$ cat src/hdl/crcfr_pkg.sv
// ----------------------------------------------------------------------------
// CRC-32 framed record check: shared package
// Types, constants and the CRC byte update shared by the front, the beat
// queue and the back end.
// ----------------------------------------------------------------------------
package crcfr_pkg;

	localparam logic [31:0] CRC_POLY      = 32'hEDB8_8320;
	localparam logic [31:0] CRC_INIT      = 32'hFFFF_FFFF;
	localparam logic [8:0]  MIN_RECORD    = 9'd6;
	localparam logic [8:0]  HEADER_BYTES  = 9'd2;
	localparam logic [8:0]  COUNT_MAX     = 9'd511;
	localparam logic [7:0]  VERSION_RESET = 8'd1;

	// queue depth, a power of two
	localparam int Q_DEPTH = 2;
	localparam int Q_AW    = $clog2(Q_DEPTH);

	typedef enum logic [2:0] {
		ST_OK       = 3'd0,
		ST_SHORT    = 3'd1,
		ST_VERSION  = 3'd2,
		ST_OVERRUN  = 3'd3,
		ST_CRC      = 3'd4
	} status_t;

	// classified byte, front to back
	typedef struct packed {
		logic [7:0] data;
		logic       crc_en;     // byte is covered by the CRC
		logic       rx_en;      // byte is part of the received CRC
		logic [1:0] rx_idx;     // byte lane of the received CRC
		logic       pay;        // payload byte
		logic       last;       // last byte of the record
		status_t    pre_status; // verdict without the CRC compare
		logic [7:0] plen;       // length byte as received
	} beat_t;

	// one result item
	typedef struct packed {
		logic       pay;
		logic [7:0] data;
		logic       last;
		status_t    status;
		logic [7:0] plen;
	} result_t;

	// reflected CRC-32 update over one byte
	function automatic logic [31:0] crc_byte(input logic [31:0] crc_in, input logic [7:0] b);
		logic [31:0] c;
		c = crc_in ^ {24'd0, b};
		for (int k = 0; k < 8; k++) begin
			if (c[0]) begin
				c = (c >> 1) ^ CRC_POLY;
			end else begin
				c = c >> 1;
			end
		end
		return c;
	endfunction

endpackage

$ cat src/hdl/crc32_framed_record_check_top.sv
// ----------------------------------------------------------------------------
// CRC-32 framed record check: top level
// Checks records of version, length, payload and little-endian CRC-32.
// ----------------------------------------------------------------------------
// The block takes one record byte per clock when not full and can return one
// result per clock while pop is held and not empty; each byte is registered
// in the beat queue and its result in the result queue; the single-byte CRC
// update sets the clock rate. Payload bytes come out as they arrive and
// must be dropped unless the verdict on the last byte is ok; bytes after
// the CRC give no result unless last. expected_version is written with
// expected_version_we and should only change while no record is in flight.
module crc32_framed_record_check_top (
	input  logic       clk,
	input  logic       arst_n,
	input  logic       push,
	output logic       full,
	input  logic [7:0] data_byte,
	input  logic       last_byte,
	output logic       empty,
	input  logic       pop,
	output logic       payload_valid,
	output logic [7:0] payload_byte,
	output logic       verdict_valid,
	output logic [2:0] status,
	output logic [7:0] payload_length,
	input  logic       expected_version_we,
	input  logic [7:0] expected_version
);

	crcfr_pkg::beat_t   beat_in;
	crcfr_pkg::beat_t   beat_out;
	crcfr_pkg::result_t result;
	logic               beat_push;
	logic               beat_full;
	logic               beat_pop;
	logic               beat_empty;

	// classify incoming bytes
	crcfr_front u_front (
		.clk                 (clk),
		.arst_n              (arst_n),
		.push                (push),
		.full                (full),
		.data_byte           (data_byte),
		.last_byte           (last_byte),
		.expected_version_we (expected_version_we),
		.expected_version    (expected_version),
		.beat_full           (beat_full),
		.beat_push           (beat_push),
		.beat                (beat_in)
	);

	// decouple front and back
	crcfr_beat_q u_beat_q (
		.clk      (clk),
		.arst_n   (arst_n),
		.push     (beat_push),
		.beat_in  (beat_in),
		.full     (beat_full),
		.pop      (beat_pop),
		.beat_out (beat_out),
		.empty    (beat_empty)
	);

	// run the CRC and queue results
	crcfr_back u_back (
		.clk        (clk),
		.arst_n     (arst_n),
		.beat       (beat_out),
		.beat_empty (beat_empty),
		.beat_pop   (beat_pop),
		.empty      (empty),
		.pop        (pop),
		.result     (result)
	);

	assign payload_valid  = result.pay;
	assign payload_byte   = result.data;
	assign verdict_valid  = result.last;
	assign status         = result.status;
	assign payload_length = result.plen;

	// every result carries a payload byte or a verdict
	a_result_nonempty: assert property (@(posedge clk) disable iff (!arst_n)
		!empty |-> (payload_valid || verdict_valid))
		else $error("result with neither payload nor verdict");

	// verdict fields are zero on payload-only results
	a_no_verdict_fields: assert property (@(posedge clk) disable iff (!arst_n)
		(!empty && !verdict_valid) |->
		(status == crcfr_pkg::ST_OK && payload_length == 8'd0))
		else $error("verdict fields set without a verdict");

	// payload byte is zero when no payload is carried
	a_no_payload_byte: assert property (@(posedge clk) disable iff (!arst_n)
		(!empty && !payload_valid) |-> (payload_byte == 8'd0))
		else $error("payload byte set without payload");

	// status code stays within the defined verdicts
	a_status_range: assert property (@(posedge clk) disable iff (!arst_n)
		!empty |-> (status <= crcfr_pkg::ST_CRC))
		else $error("undefined status code");

endmodule

$ cat src/hdl/crcfr_front.sv
// ----------------------------------------------------------------------------
// CRC-32 framed record check: front end
// Accepts record bytes, tracks position, version and length, classifies each
// byte and works out every verdict check that does not need the CRC.
// ----------------------------------------------------------------------------
module crcfr_front (
	input  logic              clk,
	input  logic              arst_n,
	input  logic              push,
	output logic              full,
	input  logic [7:0]        data_byte,
	input  logic              last_byte,
	input  logic              expected_version_we,
	input  logic [7:0]        expected_version,
	input  logic              beat_full,
	output logic              beat_push,
	output crcfr_pkg::beat_t  beat
);

	logic [8:0] count_q;
	logic [7:0] version_q;
	logic [7:0] length_q;
	logic [7:0] exp_version_q;

	logic       is_ver;
	logic       is_len;
	logic       is_pay;
	logic       is_rx;
	logic [8:0] pay_end;
	logic [8:0] rx_end;
	logic [8:0] rx_off;
	logic [8:0] count_next;
	logic [7:0] version_new;
	logic [7:0] length_new;
	logic [8:0] need;
	crcfr_pkg::status_t pre;

	// stall whenever the beat queue is full
	assign full      = beat_full;
	assign beat_push = push && !beat_full;

	// classify the byte by its place in the record
	always_comb begin
		pay_end     = crcfr_pkg::HEADER_BYTES + {1'b0, length_q};
		rx_end      = crcfr_pkg::MIN_RECORD + {1'b0, length_q};
		rx_off      = count_q - pay_end;
		is_ver      = (count_q == 9'd0);
		is_len      = (count_q == 9'd1);
		is_pay      = !is_ver && !is_len && (count_q < pay_end);
		is_rx       = !is_ver && !is_len && !is_pay && (count_q < rx_end);
		count_next  = (count_q == crcfr_pkg::COUNT_MAX) ? count_q : count_q + 9'd1;
		version_new = is_ver ? data_byte : version_q;
		length_new  = is_len ? data_byte : length_q;
		need        = {1'b0, length_new} + crcfr_pkg::MIN_RECORD;
		if (count_next < crcfr_pkg::MIN_RECORD) begin
			pre = crcfr_pkg::ST_SHORT;
		end else if (version_new != exp_version_q) begin
			pre = crcfr_pkg::ST_VERSION;
		end else if (need > count_next) begin
			pre = crcfr_pkg::ST_OVERRUN;
		end else begin
			pre = crcfr_pkg::ST_OK;
		end
	end

	// build the beat for the back end
	always_comb begin
		beat.data       = data_byte;
		beat.crc_en     = is_ver || is_len || is_pay;
		beat.rx_en      = is_rx;
		beat.rx_idx     = rx_off[1:0];
		beat.pay        = is_pay;
		beat.last       = last_byte;
		beat.pre_status = pre;
		beat.plen       = length_new;
	end

	// hold record state; clear it after the last byte
	always_ff @(posedge clk or negedge arst_n) begin
		if (!arst_n) begin
			count_q       <= 9'd0;
			version_q     <= 8'd0;
			length_q      <= 8'd0;
			exp_version_q <= crcfr_pkg::VERSION_RESET;
		end else begin
			if (expected_version_we) begin
				exp_version_q <= expected_version;
			end
			if (beat_push) begin
				if (last_byte) begin
					count_q   <= 9'd0;
					version_q <= 8'd0;
					length_q  <= 8'd0;
				end else begin
					count_q   <= count_next;
					version_q <= version_new;
					length_q  <= length_new;
				end
			end
		end
	end

endmodule

$ cat src/hdl/crcfr_beat_q.sv
// ----------------------------------------------------------------------------
// CRC-32 framed record check: beat queue
// Short queue of classified bytes between the front end and the back end.
// ----------------------------------------------------------------------------
module crcfr_beat_q (
	input  logic              clk,
	input  logic              arst_n,
	input  logic              push,
	input  crcfr_pkg::beat_t  beat_in,
	output logic              full,
	input  logic              pop,
	output crcfr_pkg::beat_t  beat_out,
	output logic              empty
);

	crcfr_pkg::beat_t          mem [crcfr_pkg::Q_DEPTH];
	logic [crcfr_pkg::Q_AW-1:0] wr_ptr_q;
	logic [crcfr_pkg::Q_AW-1:0] rd_ptr_q;
	logic [crcfr_pkg::Q_AW:0]   count_q;

	assign full     = (count_q == (crcfr_pkg::Q_AW+1)'(crcfr_pkg::Q_DEPTH));
	assign empty    = (count_q == '0);
	assign beat_out = mem[rd_ptr_q];

	// store the beat
	always_ff @(posedge clk) begin
		if (push) begin
			mem[wr_ptr_q] <= beat_in;
		end
	end

	// advance pointers and fill count
	always_ff @(posedge clk or negedge arst_n) begin
		if (!arst_n) begin
			wr_ptr_q <= '0;
			rd_ptr_q <= '0;
			count_q  <= '0;
		end else begin
			if (push) begin
				wr_ptr_q <= wr_ptr_q + 1'b1;
			end
			if (pop) begin
				rd_ptr_q <= rd_ptr_q + 1'b1;
			end
			case ({push, pop})
				2'b10:   count_q <= count_q + 1'b1;
				2'b01:   count_q <= count_q - 1'b1;
				default: count_q <= count_q;
			endcase
		end
	end

endmodule

$ cat src/hdl/crcfr_back.sv
// ----------------------------------------------------------------------------
// CRC-32 framed record check: back end
// Runs the CRC over the covered bytes, assembles the received CRC, settles
// the verdict and queues result items for the output side.
// ----------------------------------------------------------------------------
module crcfr_back (
	input  logic              clk,
	input  logic              arst_n,
	input  crcfr_pkg::beat_t  beat,
	input  logic              beat_empty,
	output logic              beat_pop,
	output logic              empty,
	input  logic              pop,
	output crcfr_pkg::result_t result
);

	logic [31:0] crc_q;
	logic [31:0] rx_q;

	crcfr_pkg::result_t         mem [crcfr_pkg::Q_DEPTH];
	logic [crcfr_pkg::Q_AW-1:0] wr_ptr_q;
	logic [crcfr_pkg::Q_AW-1:0] rd_ptr_q;
	logic [crcfr_pkg::Q_AW:0]   count_q;

	logic        oq_full;
	logic        has_result;
	logic        res_push;
	logic        res_pop;
	logic [31:0] crc_next;
	logic [31:0] rx_next;
	logic [31:0] rx_lane;
	crcfr_pkg::result_t res_new;

	assign oq_full    = (count_q == (crcfr_pkg::Q_AW+1)'(crcfr_pkg::Q_DEPTH));
	assign empty      = (count_q == '0);
	assign result     = mem[rd_ptr_q];
	assign res_pop    = pop && !empty;
	assign has_result = beat.pay || beat.last;
	assign beat_pop   = !beat_empty && (!has_result || !oq_full);
	assign res_push   = beat_pop && has_result;

	// update CRC and received CRC, then settle the verdict
	always_comb begin
		crc_next = beat.crc_en ? crcfr_pkg::crc_byte(crc_q, beat.data) : crc_q;
		rx_lane  = {24'd0, beat.data} << {beat.rx_idx, 3'b000};
		rx_next  = beat.rx_en ? (rx_q | rx_lane) : rx_q;
		res_new.pay  = beat.pay;
		res_new.data = beat.pay ? beat.data : 8'd0;
		res_new.last = beat.last;
		res_new.plen = beat.last ? beat.plen : 8'd0;
		if (!beat.last) begin
			res_new.status = crcfr_pkg::ST_OK;
		end else if (beat.pre_status != crcfr_pkg::ST_OK) begin
			res_new.status = beat.pre_status;
		end else if (~crc_next != rx_next) begin
			res_new.status = crcfr_pkg::ST_CRC;
		end else begin
			res_new.status = crcfr_pkg::ST_OK;
		end
	end

	// store the result
	always_ff @(posedge clk) begin
		if (res_push) begin
			mem[wr_ptr_q] <= res_new;
		end
	end

	// hold CRC state; restart after the last byte; advance the result queue
	always_ff @(posedge clk or negedge arst_n) begin
		if (!arst_n) begin
			crc_q    <= crcfr_pkg::CRC_INIT;
			rx_q     <= 32'd0;
			wr_ptr_q <= '0;
			rd_ptr_q <= '0;
			count_q  <= '0;
		end else begin
			if (beat_pop) begin
				if (beat.last) begin
					crc_q <= crcfr_pkg::CRC_INIT;
					rx_q  <= 32'd0;
				end else begin
					crc_q <= crc_next;
					rx_q  <= rx_next;
				end
			end
			if (res_push) begin
				wr_ptr_q <= wr_ptr_q + 1'b1;
			end
			if (res_pop) begin
				rd_ptr_q <= rd_ptr_q + 1'b1;
			end
			case ({res_push, res_pop})
				2'b10:   count_q <= count_q + 1'b1;
				2'b01:   count_q <= count_q - 1'b1;
				default: count_q <= count_q;
			endcase
		end
	end

endmodule
$ cat config.mk
export PLATFORM = sky130hd
export DESIGN_NAME = crc32_framed_record_check_top
export DESIGN_NICKNAME = d
export VERILOG_FILES = /design/src/hdl/crcfr_pkg.sv /design/src/hdl/crc32_framed_record_check_top.sv /design/src/hdl/crcfr_front.sv /design/src/hdl/crcfr_beat_q.sv /design/src/hdl/crcfr_back.sv
export SDC_FILE = /design/constraint.sdc
export NUM_CORES = 1
export LEC_CHECK = 0
export ABC_CLOCK_PERIOD_IN_PS = 5200
export BUFFER_PORTS_ARGS = -buffer_cell sky130_fd_sc_hd__buf_2
export CORE_UTILIZATION = 45
export DETAILED_ROUTE_END_ITERATION = 16
export PLACE_DENSITY = 0.63
export REMOVE_ABC_BUFFERS = 1
export SLEW_MARGIN = 10
export SYNTH_ARGS = -nofsm -noshare
export SYNTH_HDL_FRONTEND = slang
export SYNTH_SLANG_ARGS = --single-unit
$ cat constraint.sdc
create_clock -name clk -period 5.2 [get_ports clk]
set_clock_uncertainty 0.05 [all_clocks]
set_input_delay 0.26 -clock clk [delete_from_list [all_inputs] [get_ports clk]]
set_output_delay 0.26 -clock clk [all_outputs]
set_load 0.02 [all_outputs]
# Word level (Yosys, flattened, before mapping)
# Memory sizes are Yosys's and may differ from the RTL's.
# Index checks and enable logic that the tools add are counted.
totals:
  mem_count: 2
  ff_bits: 105
  ram_bits: 92
  output_inout_bits: 23
  word_cells: 111
  inputBits: 22
classes:
  shift: 1
  muxes: 32
  n_eq_ne: 10
  n_bitwise: 11
  magnitude_cmp: 4
  n_addsub: 13
  n_reduce_logical: 26
memory_table:
  columns: ["name", "words", "word_bits", "read_ports", "rd_ports_with_merged_regs", "write_ports", "line_no", "text"]
  rows:
  - ["u_beat_q.mem", 2, 25, 1, 0, 1, "crcfr_beat_q.sv:16", "crcfr_pkg::beat_t mem [crcfr_pkg::Q_DEPTH];"]
  - ["u_back.mem", 2, 21, 1, 0, 1, "crcfr_back.sv:20", "crcfr_pkg::result_t mem [crcfr_pkg::Q_DEPTH];"]
op_table:
  columns: ["operator", "count"]
  rows:
  - ["32-bit 2-to-1 mux", 12]
  - ["13-bit NOT with 14-bit output", 8]
  - ["8-bit 2-to-1 mux", 6]
  - ["32-bit != test", 1]
  - ["32-bit NOT", 1]
  - ["32-bit OR", 1]
  - ["8-bit by 5-bit << shifter with 32-bit output", 1]
  - ["32-bit by 8-bit bitwise XOR with 32-bit output", 1]
  - ["9-bit < comparator", 2]
  - ["9-bit 2-to-1 mux", 2]
  - ["3-bit 2-to-1 mux", 5]
  - ["2-bit by 8-bit adder with 9-bit output (first input constant)", 1]
  - ["3-bit by 8-bit adder with 9-bit output (first input constant)", 1]
  - ["8-bit by 3-bit adder with 9-bit output (second input constant)", 1]
  - ["9-bit by 1-bit adder with 9-bit output (second input constant)", 1]
  - ["9-bit by 1-bit == test with 1-bit output (second input constant)", 1]
  - ["9-bit == test (second input constant)", 1]
  - ["9-bit greater-than comparator", 1]
  - ["9-bit zero test", 1]
  - ["9-bit by 3-bit < comparator with 1-bit output (second input constant)", 1]
  - ["2-bit == test (second input constant)", 4]
  - ["1-bit logical AND", 8]
  - ["1-bit zero test", 8]
  - ["8-bit != test", 1]
  - ["12 further kinds", 27]

# Depth between registers and ports, before layout
# An unclocked memory read counts as a cell.
logic_depth:
  ltp_word: 24
  depth_mapped: 18
  mapped_depth_nobuf: 18

# Modules after synthesis
# Synthesis repeated with hierarchy kept, for this count alone.
unflattened:
  hier_cells: 1047
  hier_area_um2: 11556.1
modules_own_cells:
  columns: ["module", "area_per_inst_um2", "seq_area_each_um2", "instances", "cells_each"]
  rows:
  - ["crcfr_back", 6590.1, 3002.9, 1, 627]
  - ["crcfr_front", 2876.5, 827.0, 1, 326]
  - ["crcfr_beat_q", 2089.5, 1601.5, 1, 94]

# Worst setup path before layout
# Ideal clock, no wire load.
synth_path:
  kind: "reg2reg"
  from: "reg u_front.count_q[8]"
  to: "mem u_beat_q.mem[0][8] (netlist bit) (data pin)"
  t_required_ns: 4.879
  setup_time_ns: 0.271
  stages_incl_launch_ff: 18
  period_less_slack_ns: 3.627
  n_path_buf: 1
  path_slack_ns: 1.573
  arrival_time_ns: 3.306
  path_cell_list: "dfrtp_1 > nor2_1 > nand2_1 > nor4_1 > nand2_1 > clkbuf_1 > mux2i_1 > ha_1 > nor2b_1 > o21a_1 > o21a_1 > o21a_1 > o21a_1 > o21a_1 > o21a_1 > o21a_1 > o211ai_1 > o21ai_0"
synth_lines:
  columns: ["item", "line_no", "text"]
  rows:
  - ["from (decl)", "crcfr_front.sv:20", "logic [8:0] count_q;"]
  - ["from (signal assigned)", "crcfr_front.sv:95", "count_q <= count_next;"]
  - ["to (decl)", "crcfr_beat_q.sv:16", null]

==> key figures <==
CTS
  – Clk buf depth: 2
  – Root buf cell: clkbuf_16
  – TritonCTS Sinks: roughly 200
  – H-tree levels: 4
  – Post-CTS resize count: 0
  – Clk_lat worst skew: approximately 0.44 ns
  – Inserted Clock Buffers: 17
  – CTS tree: done
  – Worst-path clk slew: approximately 0.08 ns

Place
  – Pre-CTS setup slack: around 1.2 ns
  – Placer's final routability congestion estimate: about 0.91
  – Port bufs: 44
  – HPWL Detailed: approximately 18000 µm

Finish
  – Utilization after layout: 51.56%
  – Share of layout cells above drive strength 1: 18.60%
  – Fill count: 1992
  – Multi-input logic area: roughly 4900 µm²
  – Final net count: ~1000
  – Area delta synth->final: 11.95%
  – Ant diodes: 0
  – Register Area: between 5000 and 6000 µm²

Global route
  – Initial antenna violation count: 0
  – Grt ovf: 0
  – First-pass GRT wire length: just under 40000 µm
  – Pin count of the biggest net entering global routing: 57
  – Tot GR Track Use: a little over a fifth
  – Vias in the first global route: about 6900

STA
  – Max Fclk: between 200 and 250 MHz
  – RSZ-0062 raised after global routing: false
  – Final setup viols: 0
  – Final min period: approximately 4 ns
  – Setup TNS: 0 ns
  – Final WS setup: about 1.1 ns
  – Hold Vio Cnt, Final: 0
  – Max Slew Vio Count: 0
  – Final period utilization: around 78%
  – Worst Max-Slew Pin Slew: ~1.2 ns
  – Relative slew slack: roughly 23%

Yosys
  – Synth Register Bits: between 150 and 200
  – Synth unique cells: 57
  – Sequential area share after synthesis: between 50% and 60%
  – Syn Area/Cell: 11.34 µm²
  – Post-Syn Area: about 10000 µm²
  – Post-synthesis cell count: 925
  – Number of synthesized flops with an enable pin: 90
  – Synth top area share: between 20% and 30%
  – Syn. warnings: 0
  – Main area contributors after synthesis: edfxtp_1 (26%), dfrtp_1 (17%), dfstp_2 (8.3%)
  – FFs w/ async S/R, synth: 53.85%
  – Synth Flop Type: edfxtp_1
  – Area leader, netlist: edfxtp_1

Setup path
  – Crit path capture type: flop
  – Reg2Reg Setup Slack: ~1.1 ns
  – Critical path data arrival time: between 4 and 5 ns
  – Worst Path Required: between 5 and 6 ns
  – Critical path launch point type: flop
  – Crit path max fanout: 11
  – Crit Path Class: reg -> reg

Detailed routing
  – DRT antenna net count: 0
  – Via-to-Cell Ratio: 5.314
  – Initial DRC count: approximately 480
  – Drt total wl: 24760 µm
  – Drt drc: 0
  – Wire per inst: 19.02 µm
  – DRT Pass-1 Iters: 5
  – Via count: 6919

Floorplan
  – I/O pins: 45
  – Initial cell density of the core: 46.06%
  – Core area: ~23000 µm²
  – Die ar.: 23930 µm²
  – Site Rows: 55
  – Die W: between 150 and 200 µm
  – Die Height: about 150 µm

Status
  – Status: completed

Min path
  – Hold WC Path Type: in -> reg

Run
  – Number of max-cap violations: 0
## layout by cell type, fill, tap and decap left out, types with 33 or more instances in the layout
cell      netlist  routed
edfxtp_1       90      90
dfstp_2        33      33
nor2_1        107     103
dfrtp_1        72      72
a21oi_1       107     107
nand2_1        47      47
mux2_2         33      33
o21ai_0        34      34
xor2_1         66      66
xnor2_1        65      65
buf_2           2      43
## worst max-delay path: stages, from the launching register on
cell	delay (ns)
dfrtp_1	0.47
nor2_1	0.20
nand2_1	0.07
nor4_1	0.25
nand2_1	0.41
mux2i_1	0.48
ha_1	0.32
nor2b_1	0.13
o21a_1	0.16
o21a_1	0.16
o21a_1	0.16
o21a_1	0.16
o21a_1	0.16
o21a_1	0.17
o21a_1	0.18
o21ai_0	0.15
a21oi_1	0.10
## path summary, 6_finish.rpt
path | startpoint | to | cells past startpoint
worst min-delay path | data_byte[6] | u_beat_q.mem[1][23] | 1
worst max-delay path | u_front.count_q[8] | u_beat_q.mem[0][9] | 16
min in group asynchronous | arst_n | u_back.rx_q[2] | 2
worst min register to register | u_back.rx_q[18] | u_back.rx_q[18] | 2
worst max register to register | u_front.count_q[8] | u_beat_q.mem[0][9] | 16
max in group asynchronous | arst_n | u_front.length_q[1] | 3
## cells by family (layout without fill, tap and decap cells)
logic type	count (synthesis)	count (layout)	share of synthesized area, %
AO/OA/AOI/OAI	200	200	11.62
XOR/XNOR	145	145	14.10
adder cells (fa/ha/maj)	32	32	3.816
buffers and inverters	59	123	2.314
flip-flops	195	195	51.20
multiplexers	72	72	7.513
AND/OR/NAND/NOR	222	222	9.445
## per-stage QoR
step	hold slack [ns]	instances	instance area [µm²]
after floorplan	-0.08559	890	10340
after global placement	0.2958	1261	11070
after detailed placement	0.3004	1261	11070
after CTS	0.02024	1302	11750
after global routing	0.01898	1302	11750
final	0.03162	1302	11750
## routing by layer
layer | wire length [µm] | vias to the layer above | part of all wire (%) | track usage, %
li1 | - | 3339 | - | -
met1 | 11930 | 3425 | 48 | 29.74
met2 | 11630 | 130 | 47 | 35.16
met3 | 807 | 25 | 3.3 | 3.166
met4 | 384 | 0 | 1.6 | 7.025
met5 | 0 | - | 0 | 0
## sequential cells by signal, summed over array words and instances (netlist names)
signal                 flops
u_front.exp_version_q      8
u_back.mem                42
u_beat_q.count_q           2
u_front.version_q          8
u_beat_q.wr_ptr_q          1
u_back.crc_q              32
u_back.rd_ptr_q            1
u_back.wr_ptr_q            1
u_back.rx_q               32
u_front.length_q           8
u_beat_q.rd_ptr_q          1
u_beat_q.mem              48
u_front.count_q            9
u_back.count_q             2
## cell usage after synthesis, types with 2 or more instances
cell       instances
nand2_1           47
nor2b_1           12
and2_1             9
nor2_1           107
ha_1              32
nor3_1             8
xnor2_2            2
mux2_2            33
mux2_4             5
a31oi_1            2
mux2i_1           33
dfstp_2           33
nand4_1           10
a2111oi_0          2
o2111ai_1          4
nand2b_1          10
a21oi_1          107
xnor2_4            4
nand3b_1           2
inv_1             24
xor2_2             2
buf_2              2
xor2_1            66
o21ai_1            2
a21o_1             2
o21a_1            17
clkbuf_1          27
xnor2_1           65
nand3_1            9
o22a_1             2
edfxtp_1          90
dfrtp_1           72
xor2_4             4
and3_1             3
a22o_1            11
o21ai_0           34
o22ai_1            6
buf_1              4
nor4_1             3
## area by class of cell
type                       count  share of cell area [%]
clock buffer                  21                   4.197
clock inverter                11                  0.7670
inverter                      24                  0.7670
tap                          313                   3.334
sequential                   195                   45.73
timing repair buffer          67                   3.558
multi-input combinational    671                   41.64
## timing repair
item                      in CTS  in global routing
hold endpoints to repair      25                  0
hold buffers                   9                  0
buffers inserted               0                  0
Power is not shown: default switching activity piles up to over one toggle a cycle in this logic, so the estimate is an artifact.
